### config.mk
export PLATFORM = sky130hd
export DESIGN_NAME = era_front
export DESIGN_NICKNAME = d
export VERILOG_FILES = /design/src/hw/rtl/era_pkg.sv /design/src/hw/rtl/era_front.sv
export SDC_FILE = /design/constraint.sdc
export NUM_CORES = 1
export LEC_CHECK = 0
export BUFFER_PORTS_ARGS = -buffer_cell sky130_fd_sc_hd__buf_2
export CORE_AREA = 4 4 121 123
export CTS_CLUSTER_SIZE = 14
export DETAILED_ROUTE_END_ITERATION = 8
export DIE_AREA = 0 0 125 127
export PLACE_DENSITY = 0.53
export RECOVER_POWER = 100
export SLEW_MARGIN = 25
export SYNTH_ARGS = -nofsm -noshare
export SYNTH_HDL_FRONTEND = slang
export SYNTH_SLANG_ARGS = --single-unit
### constraint.sdc
create_clock -name clk -period 2.6 [get_ports clk]
set_input_delay 0.26 -clock clk [delete_from_list [all_inputs] [get_ports clk]]
set_output_delay 0.26 -clock clk [all_outputs]
set_load 0.005 [all_outputs]
### src/hw/rtl/era_pkg.sv
// Package for the element-wise reduce accumulator.
// Holds the payload structs, register and status codes and the double compare helpers.
// No dependencies.
`timescale 1ns / 1ps

package era_pkg;

    // Configuration register indexes.
    localparam logic [1:0] CFG_REDUCE_OP     = 2'd0;
    localparam logic [1:0] CFG_DATA_TYPE     = 2'd1;
    localparam logic [1:0] CFG_ELEMENT_COUNT = 2'd2;

    // Reduction operations.
    localparam logic [2:0] OP_MAX    = 3'd0;
    localparam logic [2:0] OP_MIN    = 3'd1;
    localparam logic [2:0] OP_SUM    = 3'd2;
    localparam logic [2:0] OP_LOR    = 3'd3;
    localparam logic [2:0] OP_MINLOC = 3'd4;

    // Data types.
    localparam logic [1:0] DT_INT32  = 2'd0;
    localparam logic [1:0] DT_DOUBLE = 2'd1;
    localparam logic [1:0] DT_LOGIC  = 2'd2;
    localparam logic [1:0] DT_PAIR   = 2'd3;

    // Result status codes.
    localparam logic [1:0] STATUS_OK    = 2'd0;
    localparam logic [1:0] STATUS_PAIR  = 2'd1;
    localparam logic [1:0] STATUS_RANGE = 2'd2;

    // Item kinds.
    localparam logic KIND_SEED = 1'b0;

    // Queue between the front and the back.
    localparam int QDEPTH = 4;
    localparam int QAW    = 2;

    // Default quiet NaN for an invalid double addition.
    localparam logic [63:0] DBL_DEFAULT_NAN = 64'hFFF8_0000_0000_0000;

    // Work that the back carries out for one item.
    typedef enum logic [3:0] {
        ACT_ERR_PAIR,
        ACT_ERR_RANGE,
        ACT_SEED_COPY,
        ACT_SEED_ZERO,
        ACT_SEED_PAIR,
        ACT_I_MAX,
        ACT_I_MIN,
        ACT_I_SUM,
        ACT_D_MAX,
        ACT_D_MIN,
        ACT_D_SUM,
        ACT_LOR,
        ACT_MINLOC
    } era_act_t;

    typedef struct packed {
        logic        kind;
        logic [9:0]  index;
        logic [63:0] value;
        logic [63:0] location;
    } era_in_t;

    typedef struct packed {
        logic [9:0]  out_index;
        logic [63:0] out_value;
        logic [63:0] out_location;
        logic [1:0]  status;
    } era_out_t;

    // One classified item in the queue.
    typedef struct packed {
        era_act_t    act;
        logic [9:0]  index;
        logic [63:0] value;
        logic [63:0] location;
    } era_entry_t;

    // Adder request and response.
    typedef struct packed {
        logic        start;
        logic        ack;
        logic [63:0] opa;
        logic [63:0] opb;
    } era_fadd_req_t;

    typedef struct packed {
        logic        idle;
        logic        done;
        logic [63:0] result;
    } era_fadd_rsp_t;

    function automatic logic dbl_is_nan(input logic [63:0] x);
        return (x[62:52] == 11'h7FF) && (x[51:0] != 52'd0);
    endfunction

    // IEEE less-than: false on NaN, signed zeros compare equal.
    function automatic logic dbl_lt(input logic [63:0] a, input logic [63:0] b);
        logic r;
        if (dbl_is_nan(a) || dbl_is_nan(b))
            r = 1'b0;
        else if ((a[62:0] == 63'd0) && (b[62:0] == 63'd0))
            r = 1'b0;
        else if (a[63] != b[63])
            r = a[63];
        else if (!a[63])
            r = a[62:0] < b[62:0];
        else
            r = a[62:0] > b[62:0];
        return r;
    endfunction

    function automatic logic dbl_eq(input logic [63:0] a, input logic [63:0] b);
        logic r;
        if (dbl_is_nan(a) || dbl_is_nan(b))
            r = 1'b0;
        else
            r = (a == b) || ((a[62:0] == 63'd0) && (b[62:0] == 63'd0));
        return r;
    endfunction

endpackage

### src/hw/rtl/era_front.sv
// Front of the reduce accumulator: configuration registers and item classification.
// Depends on era_pkg.
`timescale 1ns / 1ps

module era_front #(
    parameter int DEPTH = 1024
) (
    input  logic                clk,
    input  logic                rst_n,
    input  logic                cfg_valid,
    input  logic [1:0]          cfg_index,
    input  logic [31:0]         cfg_data,
    input  era_pkg::era_in_t    in_data,
    output era_pkg::era_entry_t entry
);

    logic [2:0]  reduce_op_reg;
    logic [1:0]  data_type_reg;
    logic [10:0] element_count_reg;

    // Register writes; indexes past the list are dropped.
    always_ff @(posedge clk or negedge rst_n)
    begin
        if (!rst_n)
        begin
            reduce_op_reg     <= era_pkg::OP_MAX;
            data_type_reg     <= era_pkg::DT_INT32;
            element_count_reg <= 11'd1;
        end
        else if (cfg_valid)
        begin
            case (cfg_index)
                era_pkg::CFG_REDUCE_OP:     reduce_op_reg     <= cfg_data[2:0];
                era_pkg::CFG_DATA_TYPE:     data_type_reg     <= cfg_data[1:0];
                era_pkg::CFG_ELEMENT_COUNT: element_count_reg <= cfg_data[10:0];
                default:                    ;
            endcase
        end
    end

    logic supported;
    logic range_bad;
    logic is_int;
    logic seed;

    // Classify the arriving transfer into one action for the back.
    always_comb
    begin
        supported = 1'b0;
        case (reduce_op_reg)
            era_pkg::OP_MAX, era_pkg::OP_MIN, era_pkg::OP_SUM:
                supported = (data_type_reg == era_pkg::DT_INT32) ||
                            (data_type_reg == era_pkg::DT_DOUBLE);
            era_pkg::OP_LOR:    supported = (data_type_reg == era_pkg::DT_LOGIC);
            era_pkg::OP_MINLOC: supported = (data_type_reg == era_pkg::DT_PAIR);
            default:            supported = 1'b0;
        endcase

        range_bad = ({1'b0, in_data.index} >= element_count_reg) ||
                    (32'(in_data.index) >= DEPTH);
        is_int    = (data_type_reg == era_pkg::DT_INT32) ||
                    (data_type_reg == era_pkg::DT_LOGIC);
        seed      = (in_data.kind == era_pkg::KIND_SEED);

        entry.index    = in_data.index;
        entry.value    = is_int ? {32'd0, in_data.value[31:0]} : in_data.value;
        entry.location = in_data.location;

        if (!supported)
            entry.act = era_pkg::ACT_ERR_PAIR;
        else if (range_bad)
            entry.act = era_pkg::ACT_ERR_RANGE;
        else if (seed)
        begin
            case (reduce_op_reg)
                era_pkg::OP_SUM:    entry.act = era_pkg::ACT_SEED_ZERO;
                era_pkg::OP_MINLOC: entry.act = era_pkg::ACT_SEED_PAIR;
                default:            entry.act = era_pkg::ACT_SEED_COPY;
            endcase
        end
        else
        begin
            case (reduce_op_reg)
                era_pkg::OP_MAX:
                    entry.act = is_int ? era_pkg::ACT_I_MAX : era_pkg::ACT_D_MAX;
                era_pkg::OP_MIN:
                    entry.act = is_int ? era_pkg::ACT_I_MIN : era_pkg::ACT_D_MIN;
                era_pkg::OP_SUM:
                    entry.act = is_int ? era_pkg::ACT_I_SUM : era_pkg::ACT_D_SUM;
                era_pkg::OP_LOR:    entry.act = era_pkg::ACT_LOR;
                default:            entry.act = era_pkg::ACT_MINLOC;
            endcase
        end
    end

endmodule

Yosys cells after proc, flatten, opt, wreduce, memory -nomap -nowiden
Cells that the tools add are included.
{"block": "classes", "n_reduce_logical": 9, "eq_ne": 9, "magnitude_cmp": 1, "n_mux": 10}
{"operator": "$mux W64", "n": 1}
{"operator": "$mux W4", "n": 6}
{"operator": "$pmux W4 S4", "n": 1}
{"operator": "$ge A10 B11 Y1", "n": 1}
{"operator": "$eq A2 B2 Y1 const B", "n": 3}
{"operator": "$eq A3 B2 Y1 const B", "n": 2}
{"operator": "$pmux W3 S2", "n": 1}
{"operator": "$reduce_and A2 Y1", "n": 3}
{"operator": "$eq A2 B1 Y1 const B", "n": 2}
{"operator": "$logic_not A2 Y1", "n": 2}
{"operator": "$eq A3 B1 Y1 const B", "n": 1}
{"operator": "$eq A3 B3 Y1 const B", "n": 1}
{"operator": "$logic_not A3 Y1", "n": 1}
{"operator": "$pmux W1 S3", "n": 1}
{"operator": "$reduce_or A3 Y1", "n": 1}
{"operator": "$logic_or A1 B1 Y1", "n": 2}
{"block": "word_totals", "input_bits": 176, "ff_bits": 16, "output_inout_bits": 142, "word_cells": 32}

Depth between registers and ports, before layout
Gate-level depths: netlist (run 1).
{"block": "logic_depth", "word_depth": 7, "mapped_depth": 6, "mapped_depth_nobuf": 6}

Worst setup path before layout (run 1)
No wires, ideal clock.
{"block": "synth_path", "path_type": "register -> output", "start": "register element_count_reg[8]", "end": "output entry[139] in the netlist's numbering", "arrival_time_ps": 1527, "path_slack_ps": 813, "required_ps": 2340, "n_path_buf": 0, "stages_incl_launch_ff": 7, "path_cell_list": "dfrtp_1 > inv_1 > ha_1 > a211oi_2 > o32ai_1 > a211o_1 > a2111oi_4"}
{"item": "start: declaration", "line": "era_front.sv:19", "text": "logic [10:0] element_count_reg;"}
{"item": "start signal: assignment", "line": "era_front.sv:35", "text": "era_pkg::CFG_ELEMENT_COUNT: element_count_reg <= cfg_data[10:0];"}
{"item": "end: declaration", "line": "era_front.sv:14", "text": "output era_pkg::era_entry_t entry"}

==> results of run 1 <==
layout by cell type, fill, tap and decap left out:
cell type,count
dlygate4sd3_1,1
a211o_1,1
clkbuf_1,27
nor4b_1,1
nand4b_1,3
a2111oi_4,1
nor2b_1,1
a211oi_1,2
o22a_1,1
or2_2,1
nor3_1,2
clkbuf_2,2
inv_1,12
nand2_1,2
dfstp_2,1
nor2_1,3
nand2b_1,3
o32ai_1,1
or2_0,1
a21oi_1,9
dfrtp_1,15
buf_2,77
and2_0,6
mux2_2,16
a21oi_2,1
o21ai_0,1
nand3_1,1
and2_1,26
nand3b_1,2
a211oi_2,1
nor3b_1,1
ha_1,10
o21bai_1,2
nand4_1,1
clkbuf_16,3
final timing paths:
kind / end / cells past startpoint / startpoint
setup / recovery: entry[141] / 7 / element_count_reg[8]$_DFFE_PN0P_
hold / removal: element_count_reg[6]$_DFFE_PN0P_ / 2 / cfg_data[6]
setup reg to reg: reduce_op_reg[2]$_DFFE_PN0P_ / 1 / reduce_op_reg[2]$_DFFE_PN0P_
hold reg to reg: element_count_reg[2]$_DFFE_PN0P_ / 1 / element_count_reg[2]$_DFFE_PN0P_
max in group asynchronous: element_count_reg[2]$_DFFE_PN0P_ / 2 / rst_n
min in group asynchronous: element_count_reg[8]$_DFFE_PN0P_ / 2 / rst_n
what timing repair did:
| item | CTS | global route |
|---|---|---|
| buffers inserted | 0 | 0 |
| hold endpoints to repair | 15 | 0 |
| hold buffers | 1 | 0 |
layer usage:
layer	GRT usage, %	vias up
met4	2.10	0
met2	18.3	150
met3	8.07	14
li1	-	667
met1	6.01	598
met5	0	-
area by class of cell:
class | instances | share of cell area [%]
Clock buffer | 4 | 3.85
Tap cell | 180 | 11.0
Timing Repair Buffer | 106 | 24.5
Inverter | 12 | 2.20
Sequential cell | 16 | 19.6
Multi-Input combinational cell | 100 | 38.8
worst max-delay path, stage by stage (launching register included):
cell and delay (ns):
dfrtp_1 0.34, inv_1 0.05, ha_1 0.30, a211oi_2 0.18, o32ai_1 0.11, a211o_1 0.37, nor4b_1 0.31, buf_2 0.17
stage by stage:
step	setup WS (ns)	util [%]
global route	0.107	15.0
global placement	0.513	14.6
CTS	0.252	15.3
detailed placement	0.507	14.6
finish	0.267	15.0
floorplan	0.813	-
power groups by stage:
stage	clock, mW	sequential, mW	combinational [mW]
2_1_floorplan	0	0.325	0.416
3_3_place_gp	0	0.346	0.435
3_5_place_dp	0	0.350	0.442
4_1_cts	0.302	0.346	0.445
5_1_grt	0.314	0.355	0.473
6_report	0.295	0.344	0.419
cells by family after synthesis:
logic type / after synthesis / synth area share [%]
buffers and inverters: 126 / 42.3
AOI/OAI and AO/OA: 20 / 7.44
DFF: 16 / 19.3
adders and majority gates: 10 / 6.00
muxes: 16 / 8.64
and+or+nand+nor: 54 / 16.4
==> summary.md, run 1 <==
| Metric | Value |
|---|---|
| Maxcap violations | 0 |
| Setup TNS | 0 ns |
| Share of layout cells above drive strength 1 | 43.3% |
| DRT iter0 DRCs | 14 |
| Switching power | 0.334 mW |
| Max reg flops | 11 |
| Initial Util | 15.3% |
| Final setup fails | 0 |
| Worst skew pair latency | ~0.24 ns |
| Combinational Power Share | 39.6% |
| CP Max Fanout | 4 |
| Hold slack | 0.244 ns |
| Top FF cell, synth | dfrtp_1 |
| Syn_area_per_cell | 8.61 sq um |
| Flops & latches, synth | 16 |
| Num Clock Sinks | 16 |
| H-tree depth | 1 |
| Power Internal | 0.725 mW |
| First-pass GRT wire length | 10,700 um |
| Critical Path End Type | output port |
| RSZ-0062 raised after global routing | no |
| Nets | 425 |
| Horiz. Die Dim | 125 um |
| CTS tree | yes |
| Arrival time at the worst endpoint | approximately 2.1 ns |
| Final wirelength | 8210 um |
| Setup CP Type | flop to output port |
| HPWL after DPL | 7580 um |
| Sw Share | about a third |
| CTS buffer count | 3 |
| Final ANT Viol Nets | 0 |
| Minimum clock period | 2.33 ns |
| Sequential area share after synthesis | between 10% and 20% |
| Drt via density | 3.42 |
| Seq pwr share | 32.5% |
| Clock Skew | 0 ns |
| Tcrit/Tclk final | 89.7% |
| WL met3 | 1730 um |
| Top layer in use | met4 |
| Most common cell in the netlist | buf_4 |
| Ys async rst share | 100% |
| Largest net degree at the start of global routing | 39 |
| Syn Inst Count | 242 |
| I/O Buffers | 104 |
| Sequential cell area | 402 sq um |
| Dpl cells | 413 |
| Worst IR Drop VDD | 0.000416 V |
| Fmax | ~430 MHz |
| Syn. warnings | 0 |
| Worst-path clk slew | 0.05 ns |
| Drt pass-1 iters | 4 |
| GRT overflow | 0 |
| Cell taking the most area after synthesis | buf_4 |
| Area of the multi-input gates | 796 sq um |
| Clock group share of total power | 27.9% |
| Post-synth EDFFs | 0 |
| Dpl cell area | 0.00200 sq mm |
| Count of cell types in the netlist | 33 |
| WL/cell | 19.6 um |
| Crit path required time | 2.34 ns |
| All-Layer GR Usage | around 9% |
| Routability Congestion | 0.746 |
| Total number of vias | 1,429 |
| Area Growth Syn to Fin | -1.68% |
| # IOs | 318 |
| PD cells | 517 mW/mm^2 |
| M1 wire length | 1720 um |
| DRC Markers | 0 |
| Routed wire length on met2 | 4630 um |
| Clock Tree Root | clkbuf_16 |
| Actual slew at the worst max-slew pin | 0.846 ns |
| Die height | 127 um |
| Number of global-route vias before repair | about 1,400 |
| Critical Path Start Type | flop |
| Die ar. | 0.0159 sq mm |
| Rel. slew slack | 43.6% |
| Maximum root-to-sink buffer count | 2 |
| Total power | 1.06 mW |
| Syn Std Cell Area | 0.00208 sq mm |
| Ant. Diodes | 0 |
| CORE AREA | 0.0137 sq mm |
| Hold Violations, Final | 0 |
| Synth cell count leaders | buf_4 (106), and2_1 (32), mux2_2 (16) |
| Initial antenna violation count | 1 |
| PostCTS Resize Cnt | 0 |
| Filler Cell Count | 1,582 |
| Final Cell Area | 0.00205 sq mm |
| Rows | 43 |
| Synth top area share | 38.2% |
| Run status | finished clean |
| Reg-to-reg setup timing slack | 1.69 ns |
| Synth top area cells | buf_4 (38%), dfrtp_1 (18%), and2_1 (9.6%) |
| Max Slew Vio Count | 0 |
| Pleak | 0.956 nW |
| Syn nets | 428 |
| Worst min path class | input port to flop |
| Final non-filler cell total | 418 |
Power figures use the tool's default switching activity.
==> run 2: changes to the inputs <==
clock period = 2.89 ns   (was 2.6 ns; I/O delays follow)
==> summary.md, run 2 (same netlist as run 1, synthesis figures left out) <==
| Metric | Value |
|---|---|
| Run status | finished clean (unchanged) |
| Final wirelength | 8270 um (was 8210 um) |
| Area Growth Syn to Fin | -0.721% (was -1.68%) |
| Maxcap violations | 0 (unchanged) |
| DRC Markers | 0 (unchanged) |
| Hold slack | 0.274 ns (was 0.244 ns) |
| Worst IR Drop VDD | 0.000350 V (was 0.000416 V) |
| Num Clock Sinks | 16 (unchanged) |
| Rows | 43 (unchanged) |
| Clock Tree Root | clkbuf_16 (unchanged) |
| Number of global-route vias before repair | 1,442 (was 1,399) |
| CTS buffer count | 3 (unchanged) |
| Nets | 425 (unchanged) |
| Worst min path class | input port to flop (unchanged) |
| Clock Skew | 0 ns (unchanged) |
| CTS tree | yes (unchanged) |
| Commonest non-fill, non-tap cell in the layout | buf_2 (unchanged) |
| Delay-heaviest family, CP | compound AO/OA/AOI/OAI gates (unchanged) |
| I/O Buffers | 104 (unchanged) |
| Final ANT Viol Nets | 0 (unchanged) |
| CP Max Fanout | 4 (unchanged) |
| Total number of vias | 1,450 (was 1,429) |
| Routability Congestion | 0.738 (was 0.746) |
| Maximum root-to-sink buffer count | 2 (unchanged) |
| Total power | 0.985 mW (was 1.06 mW) |
| Critical Path Start Type | flop (unchanged) |
| Worst skew pair latency | 0.24 ns (about the same) |
| # IOs | 318 (unchanged) |
| Largest net degree at the start of global routing | 40 (was 39) |
| Minimum clock period | 2.38 ns |
| Pleak | 0.981 nW (was 0.956 nW) |
| Die height | 127 um (unchanged) |
| Initial Util | 15.3% (unchanged) |
| Drt pass-1 iters | 3 (was 4) |
| Tcrit/Tclk final | between 80 and 90% |
| Rel. slew slack | 41.9% (was 43.6%) |
| Hold Violations, Final | 0 (unchanged) |
| Final Cell Area | 0.00207 sq mm (was 0.00205 sq mm) |
| Setup TNS | 0 ns (unchanged) |
| Initial antenna violation count | 1 (unchanged) |
| Max reg flops | 11 (unchanged) |
| Slowest stage cell on the critical path | a211o_1 (unchanged) |
| Setup CP Type | flop to output port (unchanged) |
| Dpl cells | 413 (unchanged) |
| GRT overflow | 0 (unchanged) |
| WL/cell | 19.8 um (was 19.6 um) |
| Ant. Diodes | 0 (unchanged) |
| HPWL after DPL | 7660 um (was 7580 um) |
| Cell Chain, Critical Path | inv_1 -> ha_1 -> a211oi_2 -> o32ai_1 -> a211o_1 -> nor4b_1 -> buf_2 (unchanged) |
| First-pass GRT wire length | 11,000 um (was 10,700 um) |
| Worst-path clk slew | 0.05 ns (about the same) |
| Dpl cell area | 0.00200 sq mm (unchanged) |
| All-Layer GR Usage | 9.30% (was 9.17%) |
| Arrival time at the worst endpoint | 2.09 ns (was 2.07 ns) |
| Max incr delay on CP | 0.38 ns (was 0.37 ns) |
| Critical Path End Type | output port (unchanged) |
| Max Slew Vio Count | 0 (unchanged) |
| CP bufs+invs | 2 (unchanged) |
| Die ar. | 0.0159 sq mm (unchanged) |
| Fmax | 421 MHz |
| CORE AREA | 0.0137 sq mm (unchanged) |
| Horiz. Die Dim | 125 um (unchanged) |
| Most frequent cells in the layout | buf_2 (82), and2_1 (23), clkbuf_1 (20) (was buf_2 (77), clkbuf_1 (27), and2_1 (26)) |
| Final non-filler cell total | 418 (unchanged) |
| Actual slew at the worst max-slew pin | 0.872 ns (was 0.846 ns) |
| Final setup fails | 0 (unchanged) |
| Share of layout cells above drive strength 1 | 46.2% (was 43.3%) |
| H-tree depth | 1 (unchanged) |
| PostCTS Resize Cnt | 0 (unchanged) |
| RSZ-0062 raised after global routing | no (unchanged) |
| Crit path required time | 2.60 ns (was 2.34 ns) |
| Drt via density | 3.47 (was 3.42) |
| PD cells | 476 mW/mm^2 (was 517 mW/mm^2) |
| DRT iter0 DRCs | 18 (was 14) |
==> run 2: final cells by class <==
class                           count  area [sq um]
Fill cell                        1604         11600
Multi-Input combinational cell    100           796
Timing Repair Buffer              106           513
Sequential cell                    16           402
Tap cell                          180           225
Clock buffer                        4          88.8
Inverter                           12          45.0
==> run 2: metal layers <==
layer  track usage (%)  vias up  wire (um)
met1              6.47      624       1810
met4              1.91        0        128
met2              18.4      144       4670
met3              8.03       15       1660
met5                 0        -          0
li1                  -      667          -
==> run 2: metrics by stage <==
step                setup WS [ns]  util (%)
finish                      0.514      15.1
CTS                         0.489      15.4
global placement            0.746      14.6
floorplan                    1.07         -
detailed placement          0.728      14.6
global route                0.365      15.1
==> run 2: repair_timing <==
action | in CTS | in global routing
hold buffers | 1 | 0
hold endpoints to repair | 15 | 0
setup buffers | 0 | 0
==> run 2: worst paths after layout <==
kind / cells after the start / slack, ns / to / startpoint
setup / recovery: 7 / 0.51 / entry[141] / element_count_reg[8]$_DFFE_PN0P_
hold / removal: 2 / 0.27 / element_count_reg[8]$_DFFE_PN0P_ / cfg_data[8]
hold reg to reg: 1 / 0.50 / element_count_reg[8]$_DFFE_PN0P_ / element_count_reg[8]$_DFFE_PN0P_
max in group asynchronous: 2 / 1.68 / element_count_reg[4]$_DFFE_PN0P_ / rst_n
min in group asynchronous: 2 / 0.67 / data_type_reg[0]$_DFFE_PN0P_ / rst_n
setup reg to reg: 1 / 1.95 / reduce_op_reg[2]$_DFFE_PN0P_ / reduce_op_reg[2]$_DFFE_PN0P_
==> run 2: where the power goes <==
| part | internal [mW] | switching [mW] | leakage, nW |
|---|---|---|---|
| Clock | 0.210 | 0.0830 | 0.0442 |
| Sequential | 0.269 | 0.0410 | 0.188 |
| Combinational | 0.200 | 0.182 | 0.749 |
| Total | 0.679 | 0.306 | 0.981 |
