===== config.mk =====
export PLATFORM = sky130hd
export DESIGN_NAME = era_queue
export DESIGN_NICKNAME = d
export VERILOG_FILES = /design/src/hw/rtl/era_pkg.sv /design/src/hw/rtl/era_queue.sv
export SDC_FILE = /design/constraint.sdc
export NUM_CORES = 1
export LEC_CHECK = 0
export ABC_AREA = 0
export BUFFER_PORTS_ARGS = -buffer_cell sky130_fd_sc_hd__buf_2
export CORE_MARGIN = 5
export CORE_UTILIZATION = 50
export CTS_CLUSTER_SIZE = 30
export DETAILED_ROUTE_END_ITERATION = 8
export PLACE_DENSITY = 0.82
export SLEW_MARGIN = 20
export SYNTH_ARGS = -nofsm -noshare
export SYNTH_HDL_FRONTEND = slang
export SYNTH_SLANG_ARGS = --single-unit

===== constraint.sdc =====
create_clock -name clk -period 7 [get_ports clk]
set_input_delay 0.7 -clock clk [delete_from_list [all_inputs] [get_ports clk]]
set_output_delay 0.7 -clock clk [all_outputs]
set_load 0.02 [all_outputs]

===== src/hw/rtl/era_pkg.sv =====
// Package for the element-wise reduce accumulator.
// Holds the payload structs, register and status codes and the double compare helpers.
// No dependencies.
`timescale 1ns / 1ps

package era_pkg;

    // Configuration register indexes.
    localparam logic [1:0] CFG_REDUCE_OP     = 2'd0;
    localparam logic [1:0] CFG_DATA_TYPE     = 2'd1;
    localparam logic [1:0] CFG_ELEMENT_COUNT = 2'd2;

    // Reduction operations.
    localparam logic [2:0] OP_MAX    = 3'd0;
    localparam logic [2:0] OP_MIN    = 3'd1;
    localparam logic [2:0] OP_SUM    = 3'd2;
    localparam logic [2:0] OP_LOR    = 3'd3;
    localparam logic [2:0] OP_MINLOC = 3'd4;

    // Data types.
    localparam logic [1:0] DT_INT32  = 2'd0;
    localparam logic [1:0] DT_DOUBLE = 2'd1;
    localparam logic [1:0] DT_LOGIC  = 2'd2;
    localparam logic [1:0] DT_PAIR   = 2'd3;

    // Result status codes.
    localparam logic [1:0] STATUS_OK    = 2'd0;
    localparam logic [1:0] STATUS_PAIR  = 2'd1;
    localparam logic [1:0] STATUS_RANGE = 2'd2;

    // Item kinds.
    localparam logic KIND_SEED = 1'b0;

    // Queue between the front and the back.
    localparam int QDEPTH = 4;
    localparam int QAW    = 2;

    // Default quiet NaN for an invalid double addition.
    localparam logic [63:0] DBL_DEFAULT_NAN = 64'hFFF8_0000_0000_0000;

    // Work that the back carries out for one item.
    typedef enum logic [3:0] {
        ACT_ERR_PAIR,
        ACT_ERR_RANGE,
        ACT_SEED_COPY,
        ACT_SEED_ZERO,
        ACT_SEED_PAIR,
        ACT_I_MAX,
        ACT_I_MIN,
        ACT_I_SUM,
        ACT_D_MAX,
        ACT_D_MIN,
        ACT_D_SUM,
        ACT_LOR,
        ACT_MINLOC
    } era_act_t;

    typedef struct packed {
        logic        kind;
        logic [9:0]  index;
        logic [63:0] value;
        logic [63:0] location;
    } era_in_t;

    typedef struct packed {
        logic [9:0]  out_index;
        logic [63:0] out_value;
        logic [63:0] out_location;
        logic [1:0]  status;
    } era_out_t;

    // One classified item in the queue.
    typedef struct packed {
        era_act_t    act;
        logic [9:0]  index;
        logic [63:0] value;
        logic [63:0] location;
    } era_entry_t;

    // Adder request and response.
    typedef struct packed {
        logic        start;
        logic        ack;
        logic [63:0] opa;
        logic [63:0] opb;
    } era_fadd_req_t;

    typedef struct packed {
        logic        idle;
        logic        done;
        logic [63:0] result;
    } era_fadd_rsp_t;

    function automatic logic dbl_is_nan(input logic [63:0] x);
        return (x[62:52] == 11'h7FF) && (x[51:0] != 52'd0);
    endfunction

    // IEEE less-than: false on NaN, signed zeros compare equal.
    function automatic logic dbl_lt(input logic [63:0] a, input logic [63:0] b);
        logic r;
        if (dbl_is_nan(a) || dbl_is_nan(b))
            r = 1'b0;
        else if ((a[62:0] == 63'd0) && (b[62:0] == 63'd0))
            r = 1'b0;
        else if (a[63] != b[63])
            r = a[63];
        else if (!a[63])
            r = a[62:0] < b[62:0];
        else
            r = a[62:0] > b[62:0];
        return r;
    endfunction

    function automatic logic dbl_eq(input logic [63:0] a, input logic [63:0] b);
        logic r;
        if (dbl_is_nan(a) || dbl_is_nan(b))
            r = 1'b0;
        else
            r = (a == b) || ((a[62:0] == 63'd0) && (b[62:0] == 63'd0));
        return r;
    endfunction

endpackage


===== src/hw/rtl/era_queue.sv =====
// Short queue of classified items between the front and the back.
// Depends on era_pkg.
`timescale 1ns / 1ps

module era_queue (
    input  logic                clk,
    input  logic                rst_n,
    input  logic                push,
    input  era_pkg::era_entry_t push_entry,
    input  logic                pop,
    output logic                full,
    output logic                not_empty,
    output era_pkg::era_entry_t head
);

    era_pkg::era_entry_t slots_reg [era_pkg::QDEPTH];
    logic [era_pkg::QAW-1:0] wr_ptr_reg;
    logic [era_pkg::QAW-1:0] rd_ptr_reg;
    logic [era_pkg::QAW:0]   count_reg;

    assign full      = (count_reg == (era_pkg::QAW+1)'(era_pkg::QDEPTH));
    assign not_empty = (count_reg != '0);
    assign head      = slots_reg[rd_ptr_reg];

    // Pointer and fill count bookkeeping.
    always_ff @(posedge clk or negedge rst_n)
    begin
        if (!rst_n)
        begin
            wr_ptr_reg <= '0;
            rd_ptr_reg <= '0;
            count_reg  <= '0;
        end
        else
        begin
            if (push)
                wr_ptr_reg <= wr_ptr_reg + 1'b1;
            if (pop)
                rd_ptr_reg <= rd_ptr_reg + 1'b1;
            if (push && !pop)
                count_reg <= count_reg + 1'b1;
            else if (pop && !push)
                count_reg <= count_reg - 1'b1;
        end
    end

    // Slot storage.
    always_ff @(posedge clk)
    begin
        if (push)
            slots_reg[wr_ptr_reg] <= push_entry;
    end

endmodule


# After elaboration in Yosys (flattened, before gate mapping)
# Memory sizes are Yosys's and may differ from the RTL's.
# Index checks and enable logic that the tools add are counted.
[word_totals]
regBits = 7
ram_bits = 568
in_bits = 146
word_cells = 19
memories = 1
[mem_list]
columns = ["name", "depth", "width", "rd", "rd_ports_with_merged_regs", "wr", "line", "source"]
rows = [
  ["slots_reg", 4, 142, 1, 0, 1, "era_queue.sv:16", "era_pkg::era_entry_t slots_reg [era_pkg::QDEPTH];"],
]
[op_classes]
n_addsub = 4
n_eq_ne = 1
muxes = 4
reduce_logical = 6
[ops]
columns = ["op", "count"]
rows = [
  ["$mux 3", 2],
  ["$add 2x1->2 const B", 2],
  ["$add 3x1->3 const B", 1],
  ["$eq 3x3->1 const B", 1],
  ["$reduce_bool 3->1", 1],
  ["$sub 3x1->3 const B", 1],
  ["$logic_and 1x1->1", 2],
  ["$logic_not 1->1", 2],
  ["$mux 1", 2],
  ["$reduce_bool 2->1", 1],
]

# Logic depth before layout (Yosys ltp)
# Gate-level depths: netlist of run 1.
[logic_depth]
word_depth = 4
depth_mapped = 7
mapped_depth_nobuf = 7

# Least setup slack after synthesis of run 1
# Ideal clock, no wire load.
[synth_path]
path_kind = "input to register"
start = "in push"
end = "mem slots_reg[1][0] in the netlist's numbering (enable)"
setup_time_ns = 0.518
arrival_ns = 3.945
setup_slack_ns = 2.537
path_stages = 1
path_cell_list = "and2_1"
[synth_via]
elab_chain_len = 2
[synth_lines]
columns = ["element", "line", "source"]
rows = [
  ["start, declared", "era_queue.sv:8", "input logic push,"],
  ["$mux 1", "era_queue.sv:50", "if (push)"],
  ["$mux 1 (not written as such)", "era_queue.sv:51", "slots_reg[wr_ptr_reg] <= push_entry;"],
  ["end, declared", "era_queue.sv:16", ""],
]
# No other way between the ends.

==> results of run 1 <==
[path summary, 6_finish.rpt]
path | start | end | cells past startpoint
worst max-delay path | rd_ptr_reg[0] | head[11] | 3
worst min-delay path | push_entry[126] | slots_reg[3][126] | 1
worst max register to register | wr_ptr_reg[0] | slots_reg[0][95] | 4
worst min register to register | count_reg[2] | count_reg[2] | 1
max in group asynchronous | rst_n | rd_ptr_reg[1] | 2
min in group asynchronous | rst_n | wr_ptr_reg[1] | 2
[kinds of logic after synthesis]
logic type / count (synthesis) / share of synthesized area
and+or+nand+nor: 9 / 0.00240
AOI/OAI and AO/OA: 1 / 0.000240
xor gates and xnor gates: 6 / 0.00252
buffers and inverters: 36 / 0.0106
DFF: 575 / 0.826
muxes: 143 / 0.154
adders and majority gates: 6 / 0.00396
[per-stage QoR]
step | power, mW | area [µm²] | setup slack [ns]
2_1_floorplan | 7.14 | 20900 | 2.54
3_3_place_gp | 8.07 | 22900 | 3.83
3_5_place_dp | 8.14 | 22900 | 3.82
4_1_cts | 10.9 | 24600 | 3.19
5_1_grt | 11.3 | 24600 | 3.00
6_report | 10.8 | 24600 | 3.30
[cells in the mapped netlist, drive strengths merged]
cell type,number
inv,4
buf,26
nand2,2
nor2,1
and2,4
ha,5
dfrtp,7
edfxtp,568
mux4,142
clkbuf,6
mux2,1
fa,1
nor3b,1
o21ai,1
xnor2,2
xor2,4
or3,1
[where the power goes]
group	total [mW]	switching, mW	internal (mW)
combinational	3.29	1.99	1.31
clock	2.76	1.18	1.58
sequential	4.71	0.201	4.51
[cell usage in the layout (no fill, tap or decap), types with 5 or more instances in the layout]
master,n
buf_2,289
inv_6,5
clkbuf_1,10
clkinv_1,12
mux4_2,142
clkinv_2,7
buf_4,9
edfxtp_1,568
ha_1,5
clkbuf_16,55
dfrtp_1,5
[metal layers]
layer,vias up,wire (µm),GRT usage
li1,4028,-,-
met4,8,949,0.0511
met3,80,3480,0.0584
met1,4798,15300,0.225
met2,352,19300,0.264
met5,-,55,0
[what timing repair did]
item,CTS,global route
hold buffers,1,0
endpoints found under the hold margin,7,0
setup endpoints to repair,0,0
[area by class of cell]
| type | count | area share |
|---|---|---|
| diodes | 4 | 0.000407 |
| clock buffers | 65 | 0.0575 |
| clock inverters | 31 | 0.0108 |
| inverters | 4 | 0.000611 |
| multi-input cells | 165 | 0.139 |
| flip-flops and latches | 575 | 0.701 |
| well taps | 532 | 0.0271 |
| repair buffers | 301 | 0.0636 |
[critical path: cells and delay by family (launching register included)]
kind | cells | cell delay, ns
DFF | 1 | 0.86
muxes | 1 | 0.62
buffers and inverters | 2 | 0.86
==> flow_summary.toml, run 1 <==
[layout]
regArea_mm2 = 0.0172
multiInputGateArea_mm2 = 0.00341
finish.utilization = 0.599
area_growth_syn_to_layout_pct = 17.9
layout.nets = 1254
drive_gt1_frac = 0.458
instances_no_fill = 1677
fillers = 2743
largest_register_ff_count = 568

[yosys]
synth_warnings = 0
synth_top_area_cell = "edfxtp_1"
seq_area_frac_synth = 0.826
synth_cells = 776
synthTopCellsByArea = "edfxtp_1, mux4_2, dfrtp_1, buf_6, buf_2"
synth_top_area_share = 0.818
syn_area_mm2 = 0.0209
syn_area_per_cell_um2 = 26.9
synth.distinct_cells = 19
synth_nets = 928
ys_ff_latch = 575

[detailed_routing]
vias_per_cell = 5.53
first_pass_iters = 4
wirelength_um = 39100
antenna_left = 0
drcViolationCount = 0
dr_total_vias = 9266
detail_route.wl_per_cell_um = 23.3
drt_iter0_drc = 792

[global_route]
grt_use_total = 0.167
antenna_found_initial = 6
grt_max_degree = 144
grt_pass1_vias = 9883
grt_pass1_wl_um = 59500
grt_remaining_overflow = 0

[outcome]
status = "finished, final reports clean"

[setup_path]
cp.required_ns = 6.30
start_kind = "flip-flop"
setup.worst_path.end_class = "primary output"
reg2reg_slack_ns = 4.53
critical_path.max_fanout = 36
slowest_delay_ns = 0.86
arrival_ns = 3.00
cpMaxStageDelayCell = "dfrtp_4"
crit_path_cell_trace = "buf_4 > mux4_2 > buf_2"
path_class = "flip-flop to primary output"

[timing]
worst_pin_slew_ns = 1.03
fin_crit_ns = 3.70
rsz0062_at_grt = "no"
clock_skew_ns = 0.0108
max_freq_ghz = 0.270
period_share = 0.529
slew_headroom = 0.315
fin_setup_tns_ns = 0
finalMaxSlewViolations = 0
hold_viol = 0
setup_viol = 0
fin_hold_ws_ns = 0.325

[clock_network]
path_clk_slew_ns = 0.06
ctsHtreeMaxLevel = 2
cts_buffers = 55
post-cts-setup-buffer-count = 0
cts_max_path_buffers = 3
cts_tree = "done"
clk_latency_ns = 0.58
cts_resized = 0
clock-sinks = 575
cts-root-buf = "clkbuf_16"

[worst_hold_path]
hp-class = "primary input to flip-flop"

[floorplanning]
die_h_um = 214
die_w_um = 214
coreArea_mm2 = 0.0410
die_area_mm2 = 0.0459
initial_utilization = 0.508
ioPinCount = 290
num_rows = 74

[placed_design]
dpl.hpwl_um = 23200
dpl.cell_count = 1576
portBuffers = 289
gp_congestion = 0.701

[flow_run]
cap_violations = 0

[power_and_ir_drop]
vdd_drop_max_v = 0.000419
leakage_nw = 8.34
powerDensity_mw_per_mm2 = 438
Note: power is estimated with default switching activity, not from simulation.
==> run 2, diff against run 1 <==
- PLACE_DENSITY: 0.82 -> 0.85
- clock period: 7 -> 3.1 ns (I/O delays scaled with it)
==> run 2 against run 1 <==
Effect of this change:
- flip-flop and latch count unchanged
- register-to-register slack worse by 3.4 ns
- clock power grew 140%
- worst setup slack worse by 2.9 ns
==> flow_summary.toml, run 2 (synthesized netlist as in run 1, its figures left out) <==
[layout]
final_common_cell = "edfxtp_1"
fillers = 2533
largest_register_ff_count = 568
most-common-layout-cells = "edfxtp_1, buf_2, dlygate4sd3_1"
fin_area_mm2 = 0.0263
drive_gt1_frac = 0.413
layout.nets = 1403
multiInputGateArea_mm2 = 0.00341
area_growth_syn_to_layout_pct = 26.4
regArea_mm2 = 0.0172

[clock_network]
cts_buffers = 54
clock-sinks = 575
clk_latency_ns = 0.58
cts-root-buf = "clkbuf_16"
cts_tree = "done"
cts_max_path_buffers = 3
path_clk_slew_ns = 0.06
ctsHtreeMaxLevel = 2

[outcome]
status = "finished, final reports clean"

[power_and_ir_drop]
p_int_mw = 17.3
powerDensity_mw_per_mm2 = 957
pwr-share-seq = 0.422
p_comb_frac = 0.313
leakage_nw = 9.07
swShare = 0.314
power_switching_mw = 7.91
vdd_drop_max_v = 0.000726
pwr-share-clk = 0.265

[global_route]
grt_use_total = 0.195
grt_remaining_overflow = 0
grt_pass1_vias = 11200
grt_max_degree = 76
antenna_found_initial = 3
grt_pass1_wl_um = 68700

[placed_design]
gp_congestion = 0.719
post_dp_cell_area_mm2 = 0.0231
dpl.hpwl_um = 24500
portBuffers = 289

[timing]
clock_skew_ns = 0.0109
rsz0062_at_grt = "no"
slew_headroom = 0.547
hold_viol = 0
fin_setup_tns_ns = 0
period_share = 0.885
max_freq_ghz = 0.364
setup_viol = 0
finalMaxSlewViolations = 0
worst_pin_slew_ns = 0.680
fin_crit_ns = 2.74
fin_hold_ws_ns = 0.144

[detailed_routing]
vias_per_cell = 5.53
antenna_left = 0
detail_route.wl_per_cell_um = 24.4
drt_iter0_drc = 875
dr_total_vias = 10100
first_pass_iters = 5
drcViolationCount = 0
wirelength_um = 44600

[setup_path]
cp.required_ns = 2.79
r2r_end = "slots_reg[1][0]"
rr_startpoint = "wr_ptr_reg[1]"
critical_path.max_fanout = 70
worstRegToRegCells = 4
reg2reg_slack_ns = 1.12
setup.worst_path.end_class = "primary output"
path_class = "flip-flop to primary output"
start_kind = "flip-flop"
arrival_ns = 2.43

[floorplanning]
die_h_um = 214
coreArea_mm2 = 0.0410
initial_utilization = 0.508
die_w_um = 214
die_area_mm2 = 0.0459
num_rows = 74
ioPinCount = 290

[flow_run]
cap_violations = 0

[worst_hold_path]
hp-class = "primary input to async pin"
run 2: worst max path at each step:
stage | startpoint | endpoint
after global placement | rd_ptr_reg[0] | head[101]
after floorplan | wr_ptr_reg[0] | slots_reg[2][0]
final | rd_ptr_reg[0] | head[40]
after global routing | rd_ptr_reg[0] | head[82]
after detailed placement | rd_ptr_reg[0] | head[103]
after CTS | rd_ptr_reg[0] | head[82]
run 2: per-layer routing:
metal  share of wire  up-vias  global-route usage
li1                -     4319                   -
met1            0.38     5281               0.254
met2            0.52      442               0.332
met3           0.074       74              0.0464
met4           0.021        2              0.0552
met5         0.00016        -                   0
run 2: worst max-delay path: stages (launching register included):
cell and delay, ns:
dfrtp_4 0.46, buf_12 0.38, mux4_2 0.64, buf_2 0.19
run 2: cell type report:
cell class,instances,area share
antenna,4,0.000380
clock buffer,64,0.0551
clock inverter,35,0.0135
inverter,4,0.000570
multi-input combinational,165,0.129
sequential,575,0.654
tap,532,0.0253
timing repair buffer,451,0.121
run 2: power by group through the flow:
stage                     combinational, mW  sequential, mW  clock, mW
after floorplan                        5.41            10.6          0
after global placement                 7.75            10.7          0
after detailed placement               7.83            10.8          0
after CTS                              8.05            10.6       6.79
after global routing                   8.37            10.8       7.20
final                                  7.88            10.7       6.68
run 2: metrics by stage:
| stage | power (mW) | instances | setup WS [ns] | utilization |
|---|---|---|---|---|
| after global routing | 26.3 | 1828 | 0.214 | 0.642 |
| after detailed placement | 18.6 | 1582 | 0.971 | 0.563 |
| after global placement | 18.4 | 1582 | 0.984 | 0.563 |
| after floorplan | 16.0 | 776 | 0.295 | - |
| final | 25.2 | 1830 | 0.356 | 0.642 |
| after CTS | 25.5 | 1826 | 0.319 | 0.642 |
run 2: timing repair:
| action | 4_1_cts | 5_1_grt |
|---|---|---|
| resized for setup | 0 | 0 |
| setup buffers | 0 | 0 |
| hold endpoints to repair | 578 | 0 |
| setup endpoints to repair | 0 | 0 |
| hold buffers | 145 | 0 |
==> run 3, diff against run 2 <==
--- a/config.mk
+++ b/config.mk
@@ -7,3 +7,3 @@
 export LEC_CHECK = 0
-export ABC_AREA = 0
+export ABC_AREA = 1
 export BUFFER_PORTS_ARGS = -buffer_cell sky130_fd_sc_hd__buf_2
@@ -13,3 +13,3 @@
 export DETAILED_ROUTE_END_ITERATION = 8
-export PLACE_DENSITY = 0.85
+export PLACE_DENSITY = 0.84
 export SLEW_MARGIN = 20
==> constraint.sdc (replaced) <==
create_clock -name clk -period 3.1 [get_ports clk]
set_input_delay 0.155 -clock clk [delete_from_list [all_inputs] [get_ports clk]]
set_output_delay 0.155 -clock clk [all_outputs]
set_load 0.02 [all_outputs]
==> run 3 against run 2 <==
Effect of this change:
- design area up 6.6%
- die area up 8.5%
- final cell count up 52%
- power up 7.2%
- register-to-register slack worse by 0.10 ns
- maximum frequency up 7.4%
- routed wire length up 16%
- non-clock buffer count up 14
- clock skew down 0.0029 ns
- sequential share of layout area down 4.1 points
- synthesized area up 8.9%
- critical path depth up 2
- critical endpoint is now head[33]
==> flow_summary.toml, run 3 <==
[layout]
layout.nets = 2284
area_growth_syn_to_layout_pct = 23.7
finish.utilization = 0.622
final_common_cell = "edfxtp_1"
largest_register_ff_count = 568
most-common-layout-cells = "edfxtp_1, nand2_1, inv_1"
drive_gt1_frac = 0.187

[placed_design]
dpl.hpwl_um = 28400
dp_slack_ns = 0.969
gp_congestion = 0.767
portBuffers = 289

[floorplanning]
ioPinCount = 290
die_w_um = 223
num_rows = 78
coreArea_mm2 = 0.0452
initial_utilization = 0.503
die_area_mm2 = 0.0498
die_h_um = 223

[clock_network]
path_clk_slew_ns = 0.07
cts_max_path_buffers = 3
cts-root-buf = "clkbuf_16"
clk_latency_ns = 0.59
cts_buffers = 55
cts_resized = 0
cts_tree = "done"
ctsHtreeMaxLevel = 2
cts_hold_buf = 146
post-cts-setup-buffer-count = 0
clock-sinks = 575

[yosys]
seq_area_frac_synth = 0.759
synth_warnings = 0
synth_top_area_cell = "edfxtp_1"
syn_area_mm2 = 0.0227
yosys-top-cells-count = "edfxtp_1, nand2_1, inv_1"
synth_top_area_share = 0.751
synth_cells = 1705
synth.distinct_cells = 19
ys_ff_latch = 575
synth_edf_count = 568
synthTopCellsByArea = "edfxtp_1, o211ai_1, nand2_1, inv_1, buf_2"
post-synth-top-count-cell = "edfxtp_1"
synth_nets = 1857
async_flop_share = 0.0122
ys.flop_type = "edfxtp_1"
syn_area_per_cell_um2 = 13.3

[power_and_ir_drop]
p_total_mw = 27.0
vdd_drop_max_v = 0.000639
powerDensity_mw_per_mm2 = 963
leakage_nw = 11.2

[detailed_routing]
antenna_left = 0
wirelength_um = 51900
drt_iter0_drc = 1228
detail_route.wl_per_cell_um = 18.7
first_pass_iters = 5
dr_total_vias = 14600
vias_per_cell = 5.26
drcViolationCount = 0

[setup_path]
reg2reg_slack_ns = 1.02
cp.required_ns = 2.94
critical_path.max_fanout = 80
path_class = "flip-flop to primary output"
r2r_end = "slots_reg[2][94]"
setup.worst_path.end_class = "primary output"
arrival_ns = 2.40
endpoint = "head[33]"
start_kind = "flip-flop"
worstRegToRegCells = 5
rr_startpoint = "wr_ptr_reg[0]"
crit_path_start = "rd_ptr_reg[0]"

[outcome]
status = "finished, final reports clean"

[timing]
setup_viol = 0
fin_hold_ws_ns = 0.329
finalMaxSlewViolations = 0
hold_viol = 0
layout_setup_ws_ns = 0.546
max_freq_ghz = 0.392
clock_skew_ns = 0.00797
rsz0062_at_grt = "no"
period_share = 0.824
slew_headroom = 0.470
fin_crit_ns = 2.55
worst_pin_slew_ns = 0.794

[global_route]
grt_pass1_vias = 14900
grt_pass1_wl_um = 80200
grt_remaining_overflow = 0
grt_use_total = 0.203
grt_max_degree = 143
antenna_found_initial = 5

[flow_run]
cap_violations = 0

[worst_hold_path]
hp-class = "primary input to flip-flop"
## run 3: cell types whose count changed after synthesis, moves of 3 or more
| cell | previous run | this run |
|---|---|---|
| buf_4 | 1 | 4 |
| o211ai_1 | 0 | 284 |
| inv_1 | 4 | 295 |
| mux4_2 | 142 | 0 |
| clkbuf_1 | 6 | 29 |
| buf_2 | 17 | 59 |
| buf_1 | 0 | 3 |
| buf_6 | 8 | 0 |
| nand2_1 | 2 | 440 |
| and2_1 | 4 | 0 |
## run 3: power by group
group / leakage [nW] / internal, mW / switching (mW)
sequential: 5.30 / 10.2 / 0.425
combinational: 5.08 / 3.01 / 7.11
clock: 0.829 / 3.60 / 2.73
## run 3: area by class of cell
class	count	area [µm²]
sequential	575	17200
fill	3079	17100
multi-input combinational	739	3950
timing repair buffer	465	3320
clock buffer	79	1540
inverter	296	1130
tap	600	751
clock inverter	24	158
antenna	4	10.0
## run 3: worst max-delay path, stage by stage (launching register included)
cell and delay [ns]:
dfrtp_4 0.63, buf_12 0.28, buf_12 0.31, o211ai_1 0.15
nand2_1 0.16, buf_2 0.18
## run 3: per-layer routing
layer  global-route usage  part of all wire
met5                    0           0.00025
met4               0.0804             0.036
met3               0.0308             0.058
met2                0.361              0.52
met1                0.250              0.39
## run 3: cell families after synthesis
logic type	after synthesis	synth area share
flip-flops	575	0.759
AND/OR/NAND/NOR	444	0.0736
buffers and inverters	391	0.0685
AO/OA/AOI/OAI	285	0.0941
adder cells (fa/ha/maj)	6	0.00364
XOR/XNOR	4	0.00154
## run 3: worst min-delay path by stage
stage                    start           endpoint  slack [ns]  cells after the start
2_1_floorplan            rst_n       count_reg[0]       -0.14                      0
3_3_place_gp             rst_n       count_reg[0]        0.03                      1
3_5_place_dp             rst_n       count_reg[2]        0.03                      1
4_1_cts        push_entry[109]  slots_reg[1][109]        0.27                      2
5_1_grt        push_entry[136]  slots_reg[2][136]        0.31                      2
6_report       push_entry[112]  slots_reg[0][112]        0.33                      2
## run 3: through the flow
step | cell area, µm² | TNS (ns) | cells
5_1_grt | 28100 | 0 | 2782
4_1_cts | 28100 | 0 | 2778
2_1_floorplan | 22700 | -36.17 | 1705
3_3_place_gp | 24900 | 0 | 2529
6_report | 28100 | 0 | 2782
3_5_place_dp | 24900 | 0 | 2529
